## src/sv/evhang_pkg.sv

```systemverilog
// ----------------------------------------------------------------------------
// Event loop hang watchdog package
// Command codes, configuration register indexes and fixed constants shared
// by the watchdog logic.
// ----------------------------------------------------------------------------
package evhang_pkg;

	// Width of the command field and of the configuration index.
	localparam int CMD_W = 3;
	localparam int CFG_IDX_W = 2;

	// Event commands carried by each request.
	typedef enum logic [CMD_W-1:0] {
		CMD_CHECK      = 3'd0,
		CMD_GENERAL    = 3'd1,
		CMD_NO_UI      = 3'd2,
		CMD_UI_PENDING = 3'd3,
		CMD_UI         = 3'd4,
		CMD_SUSPEND    = 3'd5
	} cmd_t;

	// Configuration register indexes.
	typedef enum logic [CFG_IDX_W-1:0] {
		CFG_TIMEOUT   = 2'd0,
		CFG_LAG_THR   = 2'd1,
		CFG_DISABLE   = 2'd2
	} cfg_idx_t;

	// Field widths fixed by the interface.
	localparam int CFG_W = 16;
	localparam int LAG_W = 32;
	localparam int NOW_W = 32;
	localparam int CNT_W = 2;

	// Fixed constants of the watchdog.
	localparam logic [CFG_W-1:0] LAG_THR_RESET = 16'd50;
	localparam logic [9:0] MS_PER_SECOND = 10'd1000;
	localparam logic [LAG_W-1:0] LAG_MAX = 32'hFFFF_FFFF;
	localparam logic [CNT_W-1:0] COUNT_MAX = 2'd3;
	localparam logic [CNT_W-1:0] HANG_PASS = 2'd2;

	// Width of (timeout + 1) * 1000, at most 65536000.
	localparam int LIMIT_W = 27;

endpackage

```

## src/sv/event_loop_hang_watchdog_unit.sv

```systemverilog
// ----------------------------------------------------------------------------
// Event loop hang watchdog unit
// Two-pass hang detector for a stamped event stream, with UI lag accounting.
// ----------------------------------------------------------------------------
//
//  Channel | Handshake              | Payload
//  --------+------------------------+------------------------------------------
//  in      | in_valid / in_stall    | command, ui_pending, now_ms
//  out     | out_valid / out_stall  | hang, lag_report, lag_ms, checks_unchanged
//  cfg     | cfg_valid / cfg_ready  | cfg_index, cfg_data
//
// One result per request. A request is held in the input stage and is
// evaluated against the watchdog state as it moves to the output register,
// and a new request is taken every cycle unless in_stall is high.
// The input stage can fill while a result waits, so one request may enter while
// the output is stalled; in_stall rises only when both stages are full.
// Reset clears state, flags, timeout and disable; lag threshold resets to 50.
// The configuration port is always ready.
module event_loop_hang_watchdog_unit #(
	parameter int TIME_WIDTH = 32
) (
	input  logic                              clk,
	input  logic                              arst_n,
	// Event requests.
	input  logic                              in_valid,
	output logic                              in_stall,
	input  logic [evhang_pkg::CMD_W-1:0]      command,
	input  logic                              ui_pending,
	input  logic [evhang_pkg::NOW_W-1:0]      now_ms,
	// Results.
	output logic                              out_valid,
	input  logic                              out_stall,
	output logic                              hang,
	output logic                              lag_report,
	output logic [evhang_pkg::LAG_W-1:0]      lag_ms,
	output logic [evhang_pkg::CNT_W-1:0]      checks_unchanged,
	// Configuration writes.
	input  logic                              cfg_valid,
	output logic                              cfg_ready,
	input  logic [evhang_pkg::CFG_IDX_W-1:0]  cfg_index,
	input  logic [evhang_pkg::CFG_W-1:0]      cfg_data
);
	import evhang_pkg::*;

	localparam int TW = TIME_WIDTH;
	localparam int WIDE_W = (TW > NOW_W) ? TW : NOW_W;
	localparam int SUM_W = ((TW > LAG_W) ? TW : LAG_W) + 1;
	localparam int CMP_W = (TW > LIMIT_W) ? TW : LIMIT_W;

	// Configuration registers.
	logic [CFG_W-1:0] timeout_q;
	logic [CFG_W-1:0] lag_thr_q;
	logic             disabled_q;

	// Watchdog state.
	logic [TW-1:0]    activity_q;
	logic [TW-1:0]    previous_q;
	logic [CNT_W-1:0] count_q;
	logic [LAG_W-1:0] lag_q;

	// Input stage.
	logic             valid_s1;
	cmd_t             cmd_s1;
	logic             pending_s1;
	logic [TW-1:0]    now_s1;

	// Output register.
	logic             out_valid_q;
	logic             hang_q;
	logic             report_q;
	logic [LAG_W-1:0] lag_out_q;
	logic [CNT_W-1:0] count_out_q;

	logic             in_accept;
	logic             advance;
	logic [WIDE_W-1:0] now_wide;

	// Next-state values computed from the input stage.
	cmd_t             cmd_eff;
	logic [TW-1:0]    stamp;
	logic             stamp_same;
	logic [CNT_W-1:0] count_inc;
	logic [TW-1:0]    elapsed;
	logic [LIMIT_W-1:0] limit_ms;
	logic [TW-1:0]    delta;
	logic [SUM_W-1:0] lag_sum;
	logic [LAG_W-1:0] lag_added;
	logic [TW-1:0]    activity_d;
	logic [TW-1:0]    previous_d;
	logic [CNT_W-1:0] count_d;
	logic [LAG_W-1:0] lag_d;
	logic             hang_d;
	logic             report_d;
	logic [LAG_W-1:0] lag_out_d;

	// Handshake control.
	assign cfg_ready = 1'b1;
	assign advance = valid_s1 && (!out_valid_q || !out_stall);
	assign in_stall = valid_s1 && !advance;
	assign in_accept = in_valid && !in_stall;
	assign now_wide = WIDE_W'(now_ms);

	// Configuration writes; an index past the list is ignored.
	always_ff @(posedge clk or negedge arst_n) begin
		if (!arst_n) begin
			timeout_q <= '0;
			lag_thr_q <= LAG_THR_RESET;
			disabled_q <= 1'b0;
		end else if (cfg_valid && cfg_ready) begin
			case (cfg_idx_t'(cfg_index))
				CFG_TIMEOUT: timeout_q <= cfg_data;
				CFG_LAG_THR: lag_thr_q <= cfg_data;
				CFG_DISABLE: disabled_q <= cfg_data[0];
				default: ;
			endcase
		end
	end

	// Input stage valid flag.
	always_ff @(posedge clk or negedge arst_n) begin
		if (!arst_n) begin
			valid_s1 <= 1'b0;
		end else if (in_accept) begin
			valid_s1 <= 1'b1;
		end else if (advance) begin
			valid_s1 <= 1'b0;
		end
	end

	// Input stage payload.
	always_ff @(posedge clk) begin
		if (in_accept) begin
			cmd_s1 <= cmd_t'(command);
			pending_s1 <= ui_pending;
			now_s1 <= now_wide[TW-1:0];
		end
	end

	// Shared terms: effective stamp, elapsed time and lag accumulation.
	always_comb begin
		stamp = activity_q;
		if (activity_q != '0 && now_s1 < activity_q) begin
			stamp = TW'(1);
		end
		stamp_same = (stamp != '0) && (stamp == previous_q) && (timeout_q != '0);
		count_inc = (count_q == COUNT_MAX) ? COUNT_MAX : count_q + CNT_W'(1);
		elapsed = now_s1 - stamp;
		// More than T whole seconds means at least (T + 1) * 1000 ms.
		limit_ms = (LIMIT_W'(timeout_q) + LIMIT_W'(1)) * LIMIT_W'(MS_PER_SECOND);
		delta = now_s1 - activity_q;
		lag_sum = SUM_W'(lag_q) + SUM_W'(delta);
		if (activity_q == '0) begin
			lag_added = lag_q;
		end else if (lag_sum > SUM_W'(LAG_MAX)) begin
			lag_added = LAG_MAX;
		end else begin
			lag_added = lag_sum[LAG_W-1:0];
		end
	end

	// Command decode and state update.
	always_comb begin
		cmd_eff = cmd_s1;
		if (cmd_s1 == CMD_GENERAL) begin
			cmd_eff = pending_s1 ? CMD_UI_PENDING : CMD_NO_UI;
		end
		activity_d = activity_q;
		previous_d = previous_q;
		count_d = count_q;
		lag_d = lag_q;
		hang_d = 1'b0;
		report_d = 1'b0;
		lag_out_d = '0;
		case (cmd_eff)
			CMD_CHECK: begin
				if (stamp_same) begin
					count_d = count_inc;
					if (count_inc == HANG_PASS) begin
						hang_d = (CMP_W'(elapsed) >= CMP_W'(limit_ms)) && !disabled_q;
					end
				end else begin
					previous_d = stamp;
					count_d = '0;
				end
			end
			CMD_NO_UI: begin
				lag_d = '0;
				activity_d = now_s1;
			end
			CMD_UI_PENDING: begin
				lag_d = lag_added;
				activity_d = now_s1;
			end
			CMD_UI: begin
				activity_d = now_s1;
				if (lag_added > LAG_W'(lag_thr_q)) begin
					report_d = 1'b1;
					lag_out_d = lag_added;
				end
				lag_d = '0;
			end
			CMD_SUSPEND: begin
				activity_d = '0;
			end
			default: ;
		endcase
	end

	// Watchdog state registers, updated as a request leaves the input stage.
	always_ff @(posedge clk or negedge arst_n) begin
		if (!arst_n) begin
			activity_q <= '0;
			previous_q <= '0;
			count_q <= '0;
			lag_q <= '0;
		end else if (advance) begin
			activity_q <= activity_d;
			previous_q <= previous_d;
			count_q <= count_d;
			lag_q <= lag_d;
		end
	end

	// Output register valid flag.
	always_ff @(posedge clk or negedge arst_n) begin
		if (!arst_n) begin
			out_valid_q <= 1'b0;
		end else if (advance) begin
			out_valid_q <= 1'b1;
		end else if (!out_stall) begin
			out_valid_q <= 1'b0;
		end
	end

	// Output register payload.
	always_ff @(posedge clk) begin
		if (advance) begin
			hang_q <= hang_d;
			report_q <= report_d;
			lag_out_q <= lag_out_d;
			count_out_q <= count_d;
		end
	end

	assign out_valid = out_valid_q;
	assign hang = hang_q;
	assign lag_report = report_q;
	assign lag_ms = lag_out_q;
	assign checks_unchanged = count_out_q;

	// A hang is only flagged on the second unchanged check.
	a_hang_on_pass: assert property (@(posedge clk) disable iff (!arst_n)
		out_valid_q && hang_q |-> count_out_q == HANG_PASS)
		else $error("hang flagged outside the second pass");

	// A check never reports lag and UI activity never flags a hang.
	a_hang_xor_lag: assert property (@(posedge clk) disable iff (!arst_n)
		out_valid_q |-> !(hang_q && report_q))
		else $error("hang and lag report in one result");

	// Reported lag is zero unless a report is made.
	a_lag_zero: assert property (@(posedge clk) disable iff (!arst_n)
		out_valid_q && !report_q |-> lag_out_q == '0)
		else $error("lag value without a report");

	// A request leaving the input stage always produces a result.
	a_advance_result: assert property (@(posedge clk) disable iff (!arst_n)
		advance |=> out_valid_q)
		else $error("request lost between stages");

	// The state counter and the reported count agree after each result.
	a_count_match: assert property (@(posedge clk) disable iff (!arst_n)
		advance |=> count_out_q == count_q)
		else $error("reported count differs from state");

endmodule

```

## config.mk

```make
export PLATFORM = sky130hd
export DESIGN_NAME = event_loop_hang_watchdog_unit
export DESIGN_NICKNAME = d
export VERILOG_FILES = /design/src/sv/evhang_pkg.sv /design/src/sv/event_loop_hang_watchdog_unit.sv
export SDC_FILE = /design/constraint.sdc
export NUM_CORES = 1
export LEC_CHECK = 0
export BUFFER_PORTS_ARGS = -buffer_cell sky130_fd_sc_hd__buf_4
export CAP_MARGIN = 10
export CELL_PAD_IN_SITES_DETAIL_PLACEMENT = 1
export CELL_PAD_IN_SITES_GLOBAL_PLACEMENT = 2
export CORE_MARGIN = 2
export CORE_UTILIZATION = 40
export DETAILED_ROUTE_END_ITERATION = 10
export PLACE_DENSITY_LB_ADDON = 0.1
export REMOVE_ABC_BUFFERS = 1
export SLEW_MARGIN = 40
export SYNTH_ARGS = -nofsm -noshare
export SYNTH_HDL_FRONTEND = slang
export SYNTH_SLANG_ARGS = --single-unit
```

## constraint.sdc

```tcl
create_clock -name clk -period 9.7 [get_ports clk]
set_input_delay 1.455 -clock clk [delete_from_list [all_inputs] [get_ports clk]]
set_output_delay 1.455 -clock clk [all_outputs]
set_load 0.05 [all_outputs]
```

==> results of run 1 <==
## path summary, 6_finish.rpt
kind,endpoint,cells after the start,slack [ns]
setup / recovery,lag_ms[1]$_SDFFCE_PN0P_,34,0.86
hold / removal,out_valid$_DFFE_PN0P_,1,0.49
min in group asynchronous,lag_q[19]$_DFFE_PN0P_,1,0.73
max in group asynchronous,timeout_q[14]$_DFFE_PN0P_,2,8.10
setup reg to reg,lag_ms[1]$_SDFFCE_PN0P_,34,0.86
hold reg to reg,out_valid$_DFFE_PN0P_,1,0.49
## metrics by stage
step	setup WS, ns	area (sq um)
floorplan	2.14	17100
global placement	0.725	18700
detailed placement	0.535	18800
CTS	0.479	19700
global route	0.215	19700
finish	0.855	19700
## cells by family (layout without fill, tap and decap cells)
group,count (synthesis),in the layout,synth area share (%)
compound gates,552,552,20.3
simple gates,522,522,14.3
fa+ha+maj,255,255,21.0
flops,205,205,31.7
buf+inv,202,308,4.47
xor+xnor,120,120,6.06
mux,33,33,2.13
other cells,1,1,0.0216
## area by class of cell
cell class / count / area, sq um
Clock buffer: 36 / 791
Tap cell: 585 / 732
Inverter: 146 / 548
Clock inverter: 14 / 123
Fill cell: 4994 / 23300
Timing Repair Buffer: 112 / 892
Sequential cell: 205 / 5490
Multi-Input combinational cell: 1483 / 11100
## timing repair
action                     4_1_cts  5_1_grt
setup endpoints to repair        0       16
resized for setup                0        1
hold buffers                     0        0
## worst max-delay path: cells and delay by family, from the launching register on
kind,cells,cell delay [ns]
AND/OR/NAND/NOR,6,1.24
flip-flops,1,0.53
XOR/XNOR,1,0.14
buffers and inverters,1,0.09
adder cells (fa/ha/maj),3,0.90
AO/OA/AOI/OAI,23,5.66
## sequential cells by signal, indices dropped and copies added, names as in the netlist, 3 cells and up
register,cells
activity_q,32
cmd_s1,3
lag_ms,32
lag_q,32
lag_thr_q,16
now_s1,32
previous_q,32
timeout_q,16
## cells in the final DEF, fill, tap and decap left out, types with 14 or more instances in the layout
cell,netlist,final
o21ai_0,159,159
buf_4,2,107
and3_1,18,18
xnor2_1,85,84
a31oi_1,24,23
a21o_1,55,55
o21ai_1,23,22
nand2_1,199,198
nor4_1,21,20
inv_1,146,145
o21a_1,20,20
edfxtp_1,72,72
a22o_1,19,19
mux2_2,31,31
nand3_1,40,40
nand4_1,15,15
nor2b_1,24,24
o22a_1,14,14
a21oi_1,104,104
o22ai_1,18,18
fa_1,60,60
nor2_1,103,102
ha_1,195,195
nor3_1,27,27
clkbuf_16,0,28
dfrtp_1,130,130
xor2_1,35,35
and2_1,21,20
nand2b_1,17,17
## routing by layer
| metal | vias up | part of all wire [%] | wire, microns |
|---|---|---|---|
| met4 | 2 | 3.7 | 2180 |
| li1 | 6997 | - | - |
| met2 | 274 | 47 | 27600 |
| met5 | - | 0.020 | 12 |
| met1 | 7301 | 45 | 26200 |
| met3 | 90 | 4.3 | 2540 |
==> metrics.txt, run 1 <==
layout cell share with drive strength beyond 1=between 10% and 20%; critical path launch point=activity_q[1]$_DFFE_PN0P_; Post-layout nets=2289; sequential fraction of the synthesis area=31.7%; Avg Cell Area, Syn=between 9 and 10 sq um; Post-Layout Cell Count=2581; setup violators final=0; setup TNS=0 ns; TritonCTS Sinks=205; Inst Count DP=approximately 2500; Post-synth EDFFs=72; total global routing overflow=0; vias in the first global route=~16000; total number of vias=roughly 15000; CP Capture Type=register; CP max FO=34; synth top area cells=dfrtp_1, ha_1, edfxtp_1; clock slew at reported path FFs=about 0.06 ns; CP Class=register to register; HP Start=valid_s1$_DFFE_PN0P_; Hold Vio Cnt, Final=0; initial antenna violation count=1; worst skew pair latency=roughly 0.58 ns; GRT busiest layer=met2; CP Launch Type=register; Slew Viols, Final=0; first-pass GRT wire length=between 90000 and 100000 microns; library cells used by synthesis=78; YS warnings=0; area added between synthesis and finish=13.8%; Initial Util=40.3%; vias per std cell=approximately 5.7; Root Buffer=clkbuf_16; Tmin final=just under 9 ns; Final HPWL DP=between 40000 and 50000 microns; Mapped Area=17300 sq um; Die Wd=212 microns; fmax=0.113 GHz; H-Tree Depth=1; met3 usage=just over 4%; Port Buffer Count=96; number of top-level pins=98; post-route DRC violation count=0; Longest Clk Path Bufs=3; Synth Register Bits=205; CP max stage delay=~0.53 ns; Setup Skew=~0.011 ns; top-count cell post-synth=nand2_1; Total Wirelength=around 59000 microns; headroom to the max-slew limit=a little under half; r2r startpoint=activity_q[1]$_DFFE_PN0P_; Detail Route Antenna Nets=0; outcome=finished, final reports clean; Critical Path Most Common Cell=o21ai_0; Critical Path RT=approximately 10 ns; full die area=45000 sq um; slowest cell on the critical path=dfrtp_1; floorplan row count=76; Placer Congestion=approximately 0.9; Core Area=roughly 43000 sq um; M2 GR Usage=around 45%; most frequent cells after synthesis=nand2_1, ha_1, o21ai_0; Arr. time, crit path=between 9 and 10 ns; largest net degree at the start of global routing=75; Syn Inst Count=1890; Setup Buffers After CTS=0; hold_ws=0.488 ns; drt wl/cell=approximately 23 microns; Min-Delay Path Class=register to register; area fraction of the dominant cell type after synthesis=18.8%; height of the die=between 200 and 250 microns; total global-route track usage=~27%; ANT cells=0; top_reg_cell synth=dfrtp_1; max-cap viol count=0; met1 Use GR=a little over a third; area leader, netlist=dfrtp_1; Least-Margin Pin Slew=between 0.7 and 0.8 ns; DRT iter0 DRCs=slightly above 700; First-pass DRT Iterations=5; TritonCTS buffer count=27; CTS tree=done; Final Cycle Share=roughly nine tenths; Final Util=a little under half; asr flop ratio synth=between 60 and 70%; RSZ-0062 raised after global routing=no
Power of run 1 is not shown: default switching activity piles up to over one toggle a cycle in this logic, so the estimate is an artifact.
==> inputs of run 2 (changes only) <==
--- a/config.mk
+++ b/config.mk
@@ -6,14 +6,12 @@
 export NUM_CORES = 1
 export LEC_CHECK = 0
 export BUFFER_PORTS_ARGS = -buffer_cell sky130_fd_sc_hd__buf_4
-export CAP_MARGIN = 10
 export CELL_PAD_IN_SITES_DETAIL_PLACEMENT = 1
 export CELL_PAD_IN_SITES_GLOBAL_PLACEMENT = 2
 export CORE_MARGIN = 2
 export CORE_UTILIZATION = 40
 export DETAILED_ROUTE_END_ITERATION = 10
 export PLACE_DENSITY_LB_ADDON = 0.1
-export REMOVE_ABC_BUFFERS = 1
 export SLEW_MARGIN = 40
 export SYNTH_ARGS = -nofsm -noshare
 export SYNTH_HDL_FRONTEND = slang
==> run 2 against run 1 <==
Effect of this change: global-route usage is 1.0 points lower; wire length is 2.8% lower; fmax is 1.3% lower; worst hold slack better by 0.015 ns; critical path type unchanged; critical path depth is 1 higher; utilization is 0.22 points lower; first-iteration DRC count is 15% higher.
==> metrics.txt, run 2 (same netlist as run 1, synthesis figures left out) <==
post-place setup slack=0.862 ns (was 0.535 ns); TritonCTS Sinks=205 (unchanged); RSZ-0062 raised after global routing=no (unchanged); r2r startpoint=activity_q[1]$_DFFE_PN0P_ (unchanged); full die area=45000 sq um (unchanged); CP max FO=34 (unchanged); hold path endpoint=lag_thr_q[13]$_DFFE_PN0P_ (was out_valid$_DFFE_PN0P_); CP Launch Type=register (unchanged); layout cell share with drive strength beyond 1=10.6% (was 11.1%); Tmin final=8.96 ns (was 8.84 ns); H-Tree Depth=1 (unchanged); vias per std cell=5.63 (was 5.68); DRT iter0 DRCs=821 (was 713); most frequent cells in the layout=nand2_1, ha_1, o21ai_0, inv_1, dfrtp_1 (unchanged); Detail Route Antenna Nets=0 (unchanged); slowest cell on the critical path=dfrtp_1 (unchanged); largest net degree at the start of global routing=69 (was 75); Least-Margin Pin Slew=0.833 ns (was 0.794 ns); Total Wirelength=57000 microns (was 58600 microns); CP Class=register to register (unchanged); HP Start=lag_thr_q[13]$_DFFE_PN0P_ (was valid_s1$_DFFE_PN0P_); M2 GR Usage=43.2% (was 45.0%); Hold Vio Cnt, Final=0 (unchanged); GRT busiest layer=met2 (unchanged); Final HPWL DP=44900 microns (was 47100 microns); Placer Congestion=0.896 (was 0.907); CP max stage delay=0.52 ns (was 0.53 ns); most common cell after layout, fill and taps aside=nand2_1 (unchanged); Critical Path Most Common Cell=o21ai_0 (unchanged); Slew Viols, Final=0 (unchanged); first-pass GRT wire length=89500 microns (was 92100 microns); Root Buffer=clkbuf_16 (unchanged); vias in the first global route=15200 (was 15600); total global-route track usage=25.8% (was 26.8%); First-pass DRT Iterations=5 (unchanged); Arr. time, crit path=9.27 ns (was 9.18 ns); Final Util=45.7% (was 45.9%); setup violators final=0 (unchanged); Mapped Nets=2204; number of top-level pins=98 (unchanged); total global routing overflow=0 (unchanged); post-route DRC violation count=0 (unchanged); initial antenna violation count=1 (unchanged); max-cap viol count=0 (unchanged); CTS resizes=0 (unchanged); Longest Clk Path Bufs=3 (unchanged); setup TNS=0 ns (unchanged); r2r setup slk=0.74 ns (was 0.86 ns); met3 usage=3.57% (was 4.05%); clock slew at reported path FFs=0.06 ns (about the same); Critical Path RT=10.01 ns (was 10.03 ns); post-route cell area=19600 sq um (was 19700 sq um); Die Wd=212 microns (unchanged); CTS tree=done (unchanged); Placed Area=18700 sq um (was 18800 sq um); area added between synthesis and finish=13.2% (was 13.8%); Setup Buffers After CTS=0 (unchanged); Hold Buf Count CTS=0 (unchanged); outcome=finished, final reports clean (unchanged); total number of vias=14500 (was 14700); Initial Util=40.3% (unchanged); Port Buffer Count=96 (unchanged); Layout fillers=5053 (was 4994); ANT cells=0 (unchanged); Min-Delay Path Class=register to register (unchanged); cells on worst reg2reg path=35 (was 34); met1 Use GR=35.0% (was 35.4%); Core Area=43000 sq um (unchanged); Final Cycle Share=92.4% (was 91.2%); CP Capture Type=register (unchanged); Setup Skew=0.0106 ns (was 0.0112 ns); headroom to the max-slew limit=44.4% (was 46.7%); fmax=0.112 GHz (was 0.113 GHz); worst skew pair latency=0.55 ns (was 0.58 ns); drt wl/cell=22.1 microns (was 22.7 microns); hold depth=1 (unchanged); height of the die=212 microns (unchanged); Reg2Reg Capture Point=lag_ms[10]$_SDFFCE_PN0P_ (was lag_ms[1]$_SDFFCE_PN0P_); Post-layout nets=2287 (was 2289); floorplan row count=76 (unchanged); TritonCTS buffer count=26 (was 27); min setup slack post-route=0.739 ns (was 0.855 ns)
run 2: changes by cell type in the layout (fill, tap and decap cells not counted), sizes merged:
cell,previous run,this run
clkbuf,36,41
inv,150,146
clkinv,7,5
buf,112,111
bufinv,1,0
run 2: metrics by stage:
| stage | instances | hold WS, ns |
|---|---|---|
| 3_3_place_gp | 2528 | 0.481 |
| 3_5_place_dp | 2529 | 0.498 |
| 6_report | 2578 | 0.502 |
| 2_1_floorplan | 1890 | 0.457 |
| 4_1_cts | 2577 | 0.511 |
| 5_1_grt | 2578 | 0.534 |
run 2: worst max path at each step:
stage / to / slack (ns) / start
global route: lag_ms[15]$_SDFFCE_PN0P_ / 0.12 / activity_q[1]$_DFFE_PN0P_
CTS: lag_ms[10]$_SDFFCE_PN0P_ / 0.80 / activity_q[1]$_DFFE_PN0P_
global placement: lag_ms[13]$_SDFFCE_PN0P_ / 1.14 / activity_q[1]$_DFFE_PN0P_
detailed placement: lag_ms[10]$_SDFFCE_PN0P_ / 0.86 / activity_q[1]$_DFFE_PN0P_
floorplan: lag_ms[10]$_SDFFCE_PN0P_ / 1.80 / activity_q[1]$_DFFE_PN0P_
finish: lag_ms[10]$_SDFFCE_PN0P_ / 0.74 / activity_q[1]$_DFFE_PN0P_
run 2: area by class of cell:
class                   instances  area [sq um]  area share, %
well taps                     585           732           3.73
repair buffers                111           852           4.34
clock inverters                 7          42.5          0.217
clock buffers                  41           865           4.40
multi-input cells            1483         11100           56.5
flip-flops and latches        205          5490           28.0
inverters                     146           548           2.79
run 2: metal layers:
layer	share of wire, %	vias to the layer above	wire length [microns]
li1	-	6973	-
met1	47	7214	26800
met2	47	254	26600
met3	3.7	75	2130
met4	2.6	0	1500
met5	0	-	0
run 2: worst max-delay path, delay by kind of cell, from the launching register on:
kind	cells	cell delay (ns)
AOI/OAI and AO/OA	23	5.81
and+or+nand+nor	6	0.98
adders and majority gates	3	0.91
DFF	1	0.52
buffers and inverters	2	0.32
xor gates and xnor gates	1	0.14
Power of run 2 is left out for the same reason.
==> inputs of run 3 (changes only) <==
--- a/config.mk
+++ b/config.mk
@@ -5,7 +5,7 @@
 export SDC_FILE = /design/constraint.sdc
 export NUM_CORES = 1
 export LEC_CHECK = 0
-export BUFFER_PORTS_ARGS = -buffer_cell sky130_fd_sc_hd__buf_4
+export BUFFER_PORTS_ARGS = -buffer_cell sky130_fd_sc_hd__buf_2
 export CELL_PAD_IN_SITES_DETAIL_PLACEMENT = 1
 export CELL_PAD_IN_SITES_GLOBAL_PLACEMENT = 2
 export CORE_MARGIN = 2
==> run 3 against run 2 <==
Effect of this change: flip-flop and latch count stayed put; via count is 0.80% higher; worst setup slack improved by 0.083 ns; wire length is 0.29% lower; clock skew rose by 0.011 ns; highest routed layer unchanged; sequential share of layout area up 0.29 points; worst hold slack gained 0.0063 ns.
==> metrics.txt, run 3 (same netlist as run 1, synthesis figures left out) <==
total global-route track usage=25.8% (about the same); vias per std cell=5.67 (was 5.63); Mapped Nets=2204 (unchanged); met3 usage=4.18% (was 3.57%); RSZ-0062 raised after global routing=no (unchanged); hold depth=1 (unchanged); Longest Clk Path Bufs=3 (unchanged); ANT cells=0 (unchanged); CP Class=register to register (unchanged); hold path endpoint=out_valid$_DFFE_PN0P_ (was lag_thr_q[13]$_DFFE_PN0P_); Reg area=5490 sq um (unchanged); r2r startpoint=activity_q[1]$_DFFE_PN0P_ (unchanged); CP Launch Type=register (unchanged); total global routing overflow=0 (unchanged); full die area=45000 sq um (unchanged); largest net degree at the start of global routing=70 (was 69); DRT iter0 DRCs=787 (was 821); most common cell after layout, fill and taps aside=nand2_1 (unchanged); layout cell share with drive strength beyond 1=11.0% (was 10.6%); met1 Use GR=34.7% (was 35.0%); Die Wd=212 microns (unchanged); drt wl/cell=22.0 microns (was 22.1 microns); Tmin final=8.88 ns (was 8.96 ns); floorplan row count=76 (unchanged); Hold Vio Cnt, Final=0 (unchanged); outcome=finished, final reports clean (unchanged); Critical Path Most Common Cell=o21ai_0 (unchanged); Arr. time, crit path=9.19 ns (was 9.27 ns); CP max stage delay=0.52 ns (about the same); initial antenna violation count=1 (unchanged); TritonCTS buffer count=27 (was 26); first-pass GRT wire length=89900 microns (was 89500 microns); Critical Path RT=10.01 ns (about the same); CTS tree=done (unchanged); Total Wirelength=56800 microns (was 57000 microns); Slew Viols, Final=0 (unchanged); Root Buffer=clkbuf_16 (unchanged); TritonCTS Sinks=205 (unchanged); Setup Buffers After CTS=0 (unchanged); vias in the first global route=15500 (was 15200); Setup Skew=0.0217 ns (was 0.0106 ns); M2 GR Usage=42.6% (was 43.2%); setup violators final=0 (unchanged); Initial Util=40.3% (unchanged); CP max FO=34 (unchanged); worst skew pair latency=0.57 ns (was 0.55 ns); Reg2Reg Capture Point=lag_ms[3]$_SDFFCE_PN0P_ (was lag_ms[10]$_SDFFCE_PN0P_); Final HPWL DP=44900 microns (about the same); H-Tree Depth=1 (unchanged); max-cap viol count=0 (unchanged); height of the die=212 microns (unchanged); r2r setup slk=0.82 ns (was 0.74 ns); Core Area=43000 sq um (unchanged); GRT busiest layer=met2 (unchanged); fmax=0.113 GHz (was 0.112 GHz); total number of vias=14600 (was 14500); cells on worst reg2reg path=35 (unchanged); First-pass DRT Iterations=6 (was 5); Layout fillers=5015 (was 5053); Min-Delay Path Class=register to register (unchanged); Post-layout nets=2288 (was 2287); setup TNS=0 ns (unchanged); area of the multi-input gates=11100 sq um (about the same); HP Start=valid_s1$_DFFE_PN0P_ (was lag_thr_q[13]$_DFFE_PN0P_); clock slew at reported path FFs=0.06 ns (about the same); number of top-level pins=98 (unchanged); Least-Margin Pin Slew=0.833 ns (about the same); Port Buffer Count=96 (unchanged); most frequent cells in the layout=nand2_1, ha_1, o21ai_0, inv_1, dfrtp_1 (unchanged); post-route DRC violation count=0 (unchanged); CP Capture Type=register (unchanged); headroom to the max-slew limit=44.4% (about the same); Placer Congestion=0.892 (was 0.896); slowest cell on the critical path=dfrtp_1 (unchanged); area added between synthesis and finish=12.0% (was 13.2%); Final Cycle Share=91.5% (was 92.4%); Detail Route Antenna Nets=0 (unchanged)
==> run 3: area by class of cell <==
cell class / instances / share of cell area (%)
Clock buffer: 31 / 3.88
Clock inverter: 19 / 0.889
Inverter: 146 / 2.82
Multi-Input combinational cell: 1483 / 57.2
Sequential cell: 205 / 28.3
Tap cell: 585 / 3.77
Timing Repair Buffer: 111 / 3.16
==> run 3: what timing repair did <==
action / in CTS / in global routing
gates resized for setup: 0 / 1
hold buffers: 0 / 0
endpoints found under the setup margin: 0 / 16
==> run 3: layer usage <==
layer | vias to the layer above | routed length [microns]
li1 | 6984 | -
met1 | 7255 | 26400
met2 | 294 | 26200
met3 | 99 | 2430
met4 | 0 | 1850
met5 | - | 0
==> run 3: metrics by stage <==
stage                     cell area (sq um)  hold WS (ns)  utilization (%)  std cells  worst slack [ns]
final                                 19400         0.509             45.2       2580             0.822
after global routing                  19400         0.536             45.2       2580             0.153
after CTS                             19400         0.516             45.2       2579             0.606
after detailed placement              18500         0.497             43.0       2529             0.680
after global placement                18500         0.486             42.9       2528              1.14
after floorplan                       17300         0.457                -       1890              1.80
==> run 3: worst max-delay path by stage <==
stage | from | endpoint | slack [ns]
finish | activity_q[1]$_DFFE_PN0P_ | lag_ms[3]$_SDFFCE_PN0P_ | 0.82
CTS | activity_q[1]$_DFFE_PN0P_ | lag_ms[3]$_SDFFCE_PN0P_ | 0.61
floorplan | activity_q[1]$_DFFE_PN0P_ | lag_ms[10]$_SDFFCE_PN0P_ | 1.80
detailed placement | activity_q[1]$_DFFE_PN0P_ | lag_ms[3]$_SDFFCE_PN0P_ | 0.68
global placement | activity_q[1]$_DFFE_PN0P_ | lag_ms[13]$_SDFFCE_PN0P_ | 1.14
global route | activity_q[1]$_DFFE_PN0P_ | lag_ms[11]$_SDFFCE_PN0P_ | 0.15
==> run 3: critical path, delay by kind of cell, from the launching register on <==
family          cells  cell delay [ns]
compound gates     23             5.74
simple gates        6             0.97
fa+ha+maj           3             0.92
flops               1             0.52
buf+inv             2             0.32
xor+xnor            1             0.14
Power of run 3 is left out for the same reason.
